<file path="src/sv/dpg_pkg.sv">
// ---------------------------------------------------------------------------
// dpg_pkg: shared types for the drain pump guard controller
// Op and fault codes, register indexes, and the item, result, configuration
// and controller state records.
// ---------------------------------------------------------------------------
package dpg_pkg;

  localparam int LEVEL_W = 7;
  localparam int TIME_W  = 32;
  localparam int CIDX_W  = 3;
  localparam int CDATA_W = 32;

  localparam logic AUTO_MODE = 1'b0;
  localparam logic HAND_MODE = 1'b1;

  typedef enum logic [1:0] {
    OP_UPDATE   = 2'd0,
    OP_TOGGLE   = 2'd1,
    OP_SET_MODE = 2'd2,
    OP_BUTTON   = 2'd3
  } op_t;

  typedef enum logic [1:0] {
    FAULT_NONE    = 2'd0,
    FAULT_TIMEOUT = 2'd1,
    FAULT_DRAIN   = 2'd2
  } fault_t;

  typedef enum logic [CIDX_W-1:0] {
    REG_START_LEVEL    = 3'd0,
    REG_STOP_LEVEL     = 3'd1,
    REG_DANGER_LEVEL   = 3'd2,
    REG_MAX_RUNTIME    = 3'd3,
    REG_CHECK_INTERVAL = 3'd4,
    REG_MIN_DROP       = 3'd5
  } reg_idx_t;

  typedef struct packed {
    logic [LEVEL_W-1:0] start_level;
    logic [LEVEL_W-1:0] stop_level;
    logic [LEVEL_W-1:0] danger_level;
    logic [TIME_W-1:0]  max_runtime_ms;
    logic [TIME_W-1:0]  check_interval_ms;
    logic [LEVEL_W-1:0] min_drop;
  } cfg_t;

  typedef struct packed {
    logic [1:0]         op;
    logic               mode_req;
    logic [LEVEL_W-1:0] sump_level;
    logic [LEVEL_W-1:0] tank_level;
    logic [TIME_W-1:0]  now_ms;
  } item_t;

  typedef struct packed {
    logic               pump_on;
    logic               mode;
    logic [1:0]         fault;
    logic [TIME_W-1:0]  runtime_ms;
  } result_t;

  typedef struct packed {
    logic               running;
    logic               cur_mode;
    fault_t             fault;
    logic [TIME_W-1:0]  run_start_ms;
    logic [TIME_W-1:0]  check_start_ms;
    logic [LEVEL_W-1:0] check_start_level;
  } state_t;

endpackage

</file>
<file path="src/sv/dpg_cfg_regs.sv">
// ---------------------------------------------------------------------------
// dpg_cfg_regs: configuration register file
// Six thresholds and time limits, written one at a time by index.
// ---------------------------------------------------------------------------
module dpg_cfg_regs import dpg_pkg::*; (
  input  logic               clk,
  input  logic               rst,
  input  logic               cfg_valid,
  output logic               cfg_ready,
  input  logic [CIDX_W-1:0]  cfg_index,
  input  logic [CDATA_W-1:0] cfg_data,
  output cfg_t               cfg
);

  assign cfg_ready = 1'b1;

  always_ff @(posedge clk) begin
    if (rst) begin
      cfg.start_level       <= LEVEL_W'(70);
      cfg.stop_level        <= LEVEL_W'(30);
      cfg.danger_level      <= LEVEL_W'(90);
      cfg.max_runtime_ms    <= TIME_W'(600000);
      cfg.check_interval_ms <= TIME_W'(60000);
      cfg.min_drop          <= LEVEL_W'(5);
    end else if (cfg_valid) begin
      // indexes past the list are dropped
      case (cfg_index)
        REG_START_LEVEL:    cfg.start_level       <= cfg_data[LEVEL_W-1:0];
        REG_STOP_LEVEL:     cfg.stop_level        <= cfg_data[LEVEL_W-1:0];
        REG_DANGER_LEVEL:   cfg.danger_level      <= cfg_data[LEVEL_W-1:0];
        REG_MAX_RUNTIME:    cfg.max_runtime_ms    <= cfg_data[TIME_W-1:0];
        REG_CHECK_INTERVAL: cfg.check_interval_ms <= cfg_data[TIME_W-1:0];
        REG_MIN_DROP:       cfg.min_drop          <= cfg_data[LEVEL_W-1:0];
        default: ;
      endcase
    end
  end

endmodule

</file>
<file path="src/sv/dpg_core.sv">
// ---------------------------------------------------------------------------
// dpg_core: input register, controller state and event decision
// One registered event is applied to the pump state per cycle while the
// output register can accept it, and the resulting status is handed to that register.
// ---------------------------------------------------------------------------
module dpg_core import dpg_pkg::*; (
  input  logic    clk,
  input  logic    rst,
  input  cfg_t    cfg,
  input  logic    in_valid,
  output logic    in_ready,
  input  item_t   in_item,
  output logic    res_valid,
  input  logic    res_ready,
  output result_t res
);

  logic   item_valid;
  item_t  item;
  state_t state;
  state_t state_next;
  logic   advance;

  assign advance   = item_valid && res_ready;
  assign in_ready  = !item_valid || res_ready;
  assign res_valid = item_valid;

  function automatic state_t drive(state_t s, logic on, logic [LEVEL_W-1:0] sump,
                                   logic [LEVEL_W-1:0] tank, logic [TIME_W-1:0] now,
                                   logic [LEVEL_W-1:0] danger);
    state_t r;
    r = s;
    if (!((on && (s.fault != FAULT_NONE || tank >= danger)) || s.running == on)) begin
      r.running = on;
      if (on) begin
        r.run_start_ms      = now;
        r.check_start_ms    = now;
        r.check_start_level = sump;
      end else begin
        r.run_start_ms   = '0;
        r.check_start_ms = '0;
      end
    end
    return r;
  endfunction

  always_comb begin
    state_t             s;
    logic [TIME_W-1:0]  run_el;
    logic [TIME_W-1:0]  chk_el;
    logic signed [LEVEL_W:0] drop;
    logic               new_mode;
    s        = state;
    run_el   = item.now_ms - state.run_start_ms;
    chk_el   = item.now_ms - state.check_start_ms;
    drop     = $signed({1'b0, state.check_start_level}) - $signed({1'b0, item.sump_level});
    new_mode = (item.op == OP_TOGGLE) ? !state.cur_mode : item.mode_req;
    unique case (op_t'(item.op))
      OP_UPDATE: begin
        priority if (item.tank_level >= cfg.danger_level) begin
          s = drive(s, 1'b0, item.sump_level, item.tank_level, item.now_ms, cfg.danger_level);
        end else if (s.running && run_el >= cfg.max_runtime_ms) begin
          if (s.fault != FAULT_TIMEOUT) begin
            s.fault = FAULT_TIMEOUT;
            s = drive(s, 1'b0, item.sump_level, item.tank_level, item.now_ms,
                      cfg.danger_level);
          end
        end else begin
          if (s.running && chk_el >= cfg.check_interval_ms) begin
            if (drop < $signed({1'b0, cfg.min_drop})) begin
              if (s.fault != FAULT_DRAIN) begin
                s.fault = FAULT_DRAIN;
                s = drive(s, 1'b0, item.sump_level, item.tank_level, item.now_ms,
                          cfg.danger_level);
              end
            end else begin
              // drop was enough: restart the check window
              s.check_start_ms    = item.now_ms;
              s.check_start_level = item.sump_level;
            end
          end
          if (s.fault != FAULT_NONE) begin
            s = drive(s, 1'b0, item.sump_level, item.tank_level, item.now_ms,
                      cfg.danger_level);
          end else if (s.cur_mode == AUTO_MODE) begin
            if (!s.running && item.sump_level >= cfg.start_level) begin
              s = drive(s, 1'b1, item.sump_level, item.tank_level, item.now_ms,
                        cfg.danger_level);
            end else if (s.running && item.sump_level <= cfg.stop_level) begin
              s = drive(s, 1'b0, item.sump_level, item.tank_level, item.now_ms,
                        cfg.danger_level);
            end
          end
        end
      end
      OP_TOGGLE, OP_SET_MODE: begin
        if (s.cur_mode != new_mode) begin
          s.fault    = FAULT_NONE;
          s.cur_mode = new_mode;
          s = drive(s, 1'b0, item.sump_level, item.tank_level, item.now_ms, cfg.danger_level);
        end
      end
      OP_BUTTON: begin
        // button is ignored in auto mode
        if (s.cur_mode == HAND_MODE) begin
          if (s.fault != FAULT_NONE) begin
            s.fault = FAULT_NONE;
            s = drive(s, 1'b0, item.sump_level, item.tank_level, item.now_ms,
                      cfg.danger_level);
          end else begin
            s = drive(s, !s.running, item.sump_level, item.tank_level, item.now_ms,
                      cfg.danger_level);
          end
        end
      end
    endcase
    state_next     = s;
    res.pump_on    = s.running;
    res.mode       = s.cur_mode;
    res.fault      = s.fault;
    res.runtime_ms = s.running ? (item.now_ms - s.run_start_ms) : '0;
  end

  always_ff @(posedge clk) begin
    if (rst) begin
      item_valid <= 1'b0;
      state      <= '{running: 1'b0, cur_mode: AUTO_MODE, fault: FAULT_NONE,
                      run_start_ms: '0, check_start_ms: '0, check_start_level: '0};
    end else begin
      if (in_ready) begin
        item_valid <= in_valid;
      end
      if (advance) begin
        state <= state_next;
      end
    end
  end

  always_ff @(posedge clk) begin
    if (in_valid && in_ready) begin
      item <= in_item;
    end
  end

endmodule

</file>
<file path="src/sv/dpg_out_reg.sv">
// ---------------------------------------------------------------------------
// dpg_out_reg: result register
// Holds one status result until the receiver takes it.
// ---------------------------------------------------------------------------
module dpg_out_reg import dpg_pkg::*; (
  input  logic    clk,
  input  logic    rst,
  input  logic    res_valid,
  output logic    res_ready,
  input  result_t res,
  output logic    out_valid,
  input  logic    out_ready,
  output result_t out_res
);

  assign res_ready = !out_valid || out_ready;

  always_ff @(posedge clk) begin
    if (rst) begin
      out_valid <= 1'b0;
    end else if (res_ready) begin
      out_valid <= res_valid;
    end
  end

  always_ff @(posedge clk) begin
    if (res_valid && res_ready) begin
      out_res <= res;
    end
  end

endmodule

</file>
<file path="src/sv/drain_pump_guard_controller.sv">
// ---------------------------------------------------------------------------
// drain_pump_guard_controller: sump pump controller with tank and run guards
// Usage:
//   s_axis carries one event per request: tuser is the op (update, toggle
//   mode, set mode, manual button), tdata the requested mode, sump and tank
//   levels and the millisecond timestamp.
//   m_axis returns one status per event: pump drive, mode, latched fault and
//   the current run time.
//   cfg writes one of six thresholds by index; write only while idle.
// Timing:
//   An event is held in the input register, where the decision logic
//   updates the pump state, and then moves into the output register, whose
//   valid bit drives tvalid. One event per cycle is sustained while
//   m_axis_tready stays high, set by the state update against the
//   registered event.
// Reset:
//   rst clears both pipeline stages, stops the pump, selects auto mode,
//   clears faults and loads the default thresholds.
// Stall:
//   While m_axis_tready is low the result is held; one more event is taken
//   into the input register, then s_axis_tready drops until the result moves.
// ---------------------------------------------------------------------------
module drain_pump_guard_controller import dpg_pkg::*; (
  input  logic               clk,
  input  logic               rst,
  input  logic               s_axis_tvalid,
  output logic               s_axis_tready,
  // [0] mode_req, [7:1] sump_level, [14:8] tank_level, [46:15] now_ms
  input  logic [47:0]        s_axis_tdata,
  // [1:0] op
  input  logic [1:0]         s_axis_tuser,
  output logic               m_axis_tvalid,
  input  logic               m_axis_tready,
  // [0] pump_on, [1] mode, [3:2] fault, [35:4] runtime_ms
  output logic [39:0]        m_axis_tdata,
  input  logic               cfg_valid,
  output logic               cfg_ready,
  input  logic [CIDX_W-1:0]  cfg_index,
  input  logic [CDATA_W-1:0] cfg_data
);

  cfg_t    cfg;
  item_t   in_item;
  logic    res_valid;
  logic    res_ready;
  result_t res;
  result_t out_res;

  assign in_item.op         = s_axis_tuser;
  assign in_item.mode_req   = s_axis_tdata[0];
  assign in_item.sump_level = s_axis_tdata[7:1];
  assign in_item.tank_level = s_axis_tdata[14:8];
  assign in_item.now_ms     = s_axis_tdata[46:15];

  assign m_axis_tdata = {4'b0, out_res.runtime_ms, out_res.fault, out_res.mode,
                         out_res.pump_on};

  dpg_cfg_regs u_cfg (
    .clk       (clk),
    .rst       (rst),
    .cfg_valid (cfg_valid),
    .cfg_ready (cfg_ready),
    .cfg_index (cfg_index),
    .cfg_data  (cfg_data),
    .cfg       (cfg)
  );

  dpg_core u_core (
    .clk       (clk),
    .rst       (rst),
    .cfg       (cfg),
    .in_valid  (s_axis_tvalid),
    .in_ready  (s_axis_tready),
    .in_item   (in_item),
    .res_valid (res_valid),
    .res_ready (res_ready),
    .res       (res)
  );

  dpg_out_reg u_out (
    .clk       (clk),
    .rst       (rst),
    .res_valid (res_valid),
    .res_ready (res_ready),
    .res       (res),
    .out_valid (m_axis_tvalid),
    .out_ready (m_axis_tready),
    .out_res   (out_res)
  );

endmodule

</file>
<file path="config.mk">
export PLATFORM = sky130hd
export DESIGN_NAME = drain_pump_guard_controller
export DESIGN_NICKNAME = d
export VERILOG_FILES = /design/src/sv/dpg_pkg.sv /design/src/sv/dpg_cfg_regs.sv /design/src/sv/dpg_core.sv /design/src/sv/dpg_out_reg.sv /design/src/sv/drain_pump_guard_controller.sv
export SDC_FILE = /design/constraint.sdc
export NUM_CORES = 1
export LEC_CHECK = 0
export BUFFER_PORTS_ARGS = -buffer_cell sky130_fd_sc_hd__buf_4
export CORE_MARGIN = 2
export CORE_UTILIZATION = 61
export CTS_CLUSTER_DIAMETER = 60
export DETAILED_ROUTE_END_ITERATION = 10
export GPL_TIMING_DRIVEN = 0
export PLACE_DENSITY_LB_ADDON = 0.2
export SYNTH_ARGS = -nofsm -noshare
export SYNTH_HDL_FRONTEND = slang
export SYNTH_SLANG_ARGS = --single-unit
</file>
<file path="constraint.sdc">
create_clock -name clk -period 9.55 [get_ports clk]
set_clock_uncertainty 0.15 [all_clocks]
set_input_delay 1.4325 -clock clk [delete_from_list [all_inputs] [get_ports clk]]
set_output_delay 1.4325 -clock clk [all_outputs]
set_load 0.005 [all_outputs]
</file>
==> results by group <==
Setup path
  – Reg2reg setup slack: between 0.3 and 0.4 ns
  – Crit Path Category: reg -> reg
  – Crit path from: u_core.item[0]
  – R2R Path End: u_out.out_res[31]
  – Most used cell, CP: o211ai_1
  – Worst Path Required: 9.73 ns
  – Worst path slowest cell: or4b_1
  – Setup crit end kind: flop
  – Worst-path fanout max: 10
  – Startpoint Class: flop
  – CP max stage delay: 0.47 ns
  – R2R depth: 36
  – Critical path arrival: 9.37 ns
  – Worst R2R Start: u_core.item[0]

Die
  – Core Box Area: ~31000 um2
  – Std cell rows: 65
  – Die Ht: 182 um
  – IO Pins: about 130
  – Die area: 33200 um2
  – Starting Density: 61.8%
  – Die Span X: around 180 um

Cells and area
  – Multi-input logic area: 12400 um2
  – Sequential standard cell area: ~5900 um2
  – Fin nets: 2799
  – Number of fill cells: ~2500
  – Final instance area: roughly 22000 um2
  – Final Core Density: a little over two thirds
  – Share of layout cells above drive strength 1: about an eighth
  – Area grow syn2layout: 14.1%
  – Number of diodes: 0

Run
  – MaxCap Viol Count: 0

Synth
  – Synth Area in Simple Gates: 16.7%
  – Synth warnings: 0
  – Compound-Gate Fraction of Synth Area: 28.3%
  – Post-synthesis mux area share: 1.41%
  – Yosys top cell area share: 17.4%
  – Cells after Synth: 2337
  – Fraction of registers with async set or reset after synthesis: 0%
  – Post-synth top flop: dfxtp_1
  – Top cells by area, synth: dfxtp_1, edfxtp_1, ha_1
  – Cell Area, Synth: around 19000 um2
  – Post-synth cell types: 95
  – Adder-cell area share of the yosys netlist: 13.0%
  – Yosys reg bits: between 200 and 300
  – Post-synth EDFFs: 85
  – Largest family of logic cells by synthesized area: compound AO/OA/AOI/OAI gates
  – Sequential share of the synthesized area: 30.6%
  – Most frequent cell after synthesis: nand2_1
  – Yosys top cell by area: dfxtp_1
  – Post-Synth XOR/XNOR Area: under 10%
  – Mapped Avg Cell Area: 8.30 um2
  – Synth cell count leaders: nand2_1, inv_1, ha_1, a21oi_1, nor2_1

Clock network
  – Clk buf depth: 3
  – Latest clock arrival within the worst-skew pair: 0.59 ns
  – Clk slew on worst S/H paths: about 0.060 ns
  – Clock sink total: 254
  – Root buf cell: clkbuf_16
  – Hold-fix buffers at CTS: 0
  – Total CTS buffers: 31
  – CTS tree: done
  – Htree depth: 1

Place
  – Placed cell areas: 20900 um2
  – Gpl congestion: 1.03
  – Setup WS pre-CTS: -0.577 ns
  – Port Buffer Count: between 100 and 150
  – DP HPWL: 52200 um

STA
  – Final worst-path cycle share: 96.2%
  – Final Worst Setup Slack: 0.365 ns
  – Post-layout min period: 9.18 ns
  – Worst-margin pin slew: ~1.2 ns
  – Slew HR: 23.0%
  – Fmax: 109 MHz
  – RSZ-0062 raised after global routing: no
  – Fin. Hold Viols: 0
  – Final setup viols: 0
  – Max Slew Vio Count: 0

Global route
  – First-pass GRT wire length: about 100000 um
  – GRT Total Usage: 39.7%
  – Pin count of the biggest net entering global routing: 35
  – Remaining Overflow, GRT: 0
  – Initial antenna violation count: 0
  – Vias in the first global route: 18787

Status
  – Status: complete, no violations

Drt
  – DR iter-0 viols: roughly 2200
  – DR vias: between 15000 and 20000
  – Drt pass-1 iters: 7
  – WL final: 68300 um
  – Drc violations: 0
  – Final antenna-violating net count: 0
  – Vias/cell: around 6.6
  – Routed WL per cell: about 23 um

Worst hold path
  – Hold Crit Class: reg -> reg
  – Depth of the worst hold-timing path: 2
  – Min-Delay Startpoint: u_cfg.cfg[63]
  – Hold Path End: u_cfg.cfg[63]

Pwr
  – Pwr dens: 151 nW/um2
  – Tot Pwr: 3.33 mW
  – Leak Pwr: 8.59 nW
  – Worst VDD drop: 176 uV
[how the worst max path moves through the flow]
| stage | end | slack [ns] |
|---|---|---|
| 2_1_floorplan | u_out.out_res[30] | 1.83 |
| 6_report | u_out.out_res[31] | 0.37 |
| 4_1_cts | u_out.out_res[30] | 0.04 |
| 3_3_place_gp | u_out.out_res[30] | -0.48 |
| 3_5_place_dp | u_out.out_res[31] | -0.58 |
| 5_1_grt | u_out.out_res[30] | 0.02 |
[per-layer routing]
metal  global-route usage, %  vias up  share of wire, %
li1                        -     8907                 -
met1                    49.7     9248                39
met2                    65.0     1118                45
met3                    7.78      235               9.7
met4                    21.3        0               6.2
met5                       0        -                 0
[layout by cell type (no fill, tap or decap), drive strengths merged, types with 44 or more instances in the layout]
master / instances
nor3: 44
clkbuf: 133
a22oi: 50
a21o: 54
nand2: 251
buf: 169
xnor2: 50
o21ai: 144
a21oi: 191
ha: 195
dfxtp: 169
inv: 204
nor2: 183
edfxtp: 85
[power by group]
part           switching (mW)  internal [mW]
Clock                   0.491          0.677
Combinational           0.601          0.358
Sequential             0.0449           1.16
[registers in the layout, indices dropped and copies added, names as in the netlist]
| signal | flops |
|---|---|
| u_cfg.cfg | 92 |
| u_core.state | 75 |
| u_core.item | 49 |
| u_out.out_res | 36 |
| u_core.res_valid | 1 |
| u_out.out_valid | 1 |
[logic make-up (layout without fill, tap and decap cells)]
family | after synthesis | count (layout)
flip-flops | 254 | 254
multiplexers | 26 | 26
AO/OA/AOI/OAI | 769 | 769
buffers and inverters | 315 | 510
AND/OR/NAND/NOR | 693 | 693
adder cells (fa/ha/maj) | 199 | 199
other | 2 | 5
XOR/XNOR | 79 | 79
[worst max-delay path, delay by kind of cell, from the launching register on]
| family | cells | cell delay, ns |
|---|---|---|
| AO/OA/AOI/OAI | 20 | 4.08 |
| flip-flops | 1 | 0.45 |
| AND/OR/NAND/NOR | 7 | 2.06 |
| buffers and inverters | 4 | 0.63 |
| adder cells (fa/ha/maj) | 4 | 1.26 |
| multiplexers | 1 | 0.29 |
[what timing repair did]
item                                    in CTS  in global routing
resized for setup                            7                 23
buffers inserted                             2                 10
endpoints found under the setup margin       9                 12
hold endpoints to repair                     0                  0
pin swaps                                    2                  3
[layout make-up]
type	count	area share [%]
repair buffers	137	4.82
plain buffers	117	2.27
inverters	198	3.36
well taps	402	2.27
clock buffers	48	4.22
multi-input cells	1771	55.9
flip-flops and latches	254	26.8
clock inverters	10	0.351
[stage by stage]
step,hold slack [ns],instances,TNS [ns]
2_1_floorplan,0.286,2340,0
3_3_place_gp,0.295,2865,-2.08
3_5_place_dp,0.297,2867,-2.59
4_1_cts,0.305,2927,0
5_1_grt,0.322,2937,0
6_report,0.305,2937,0
No activity file was read; power rests on OpenSTA's default activity.
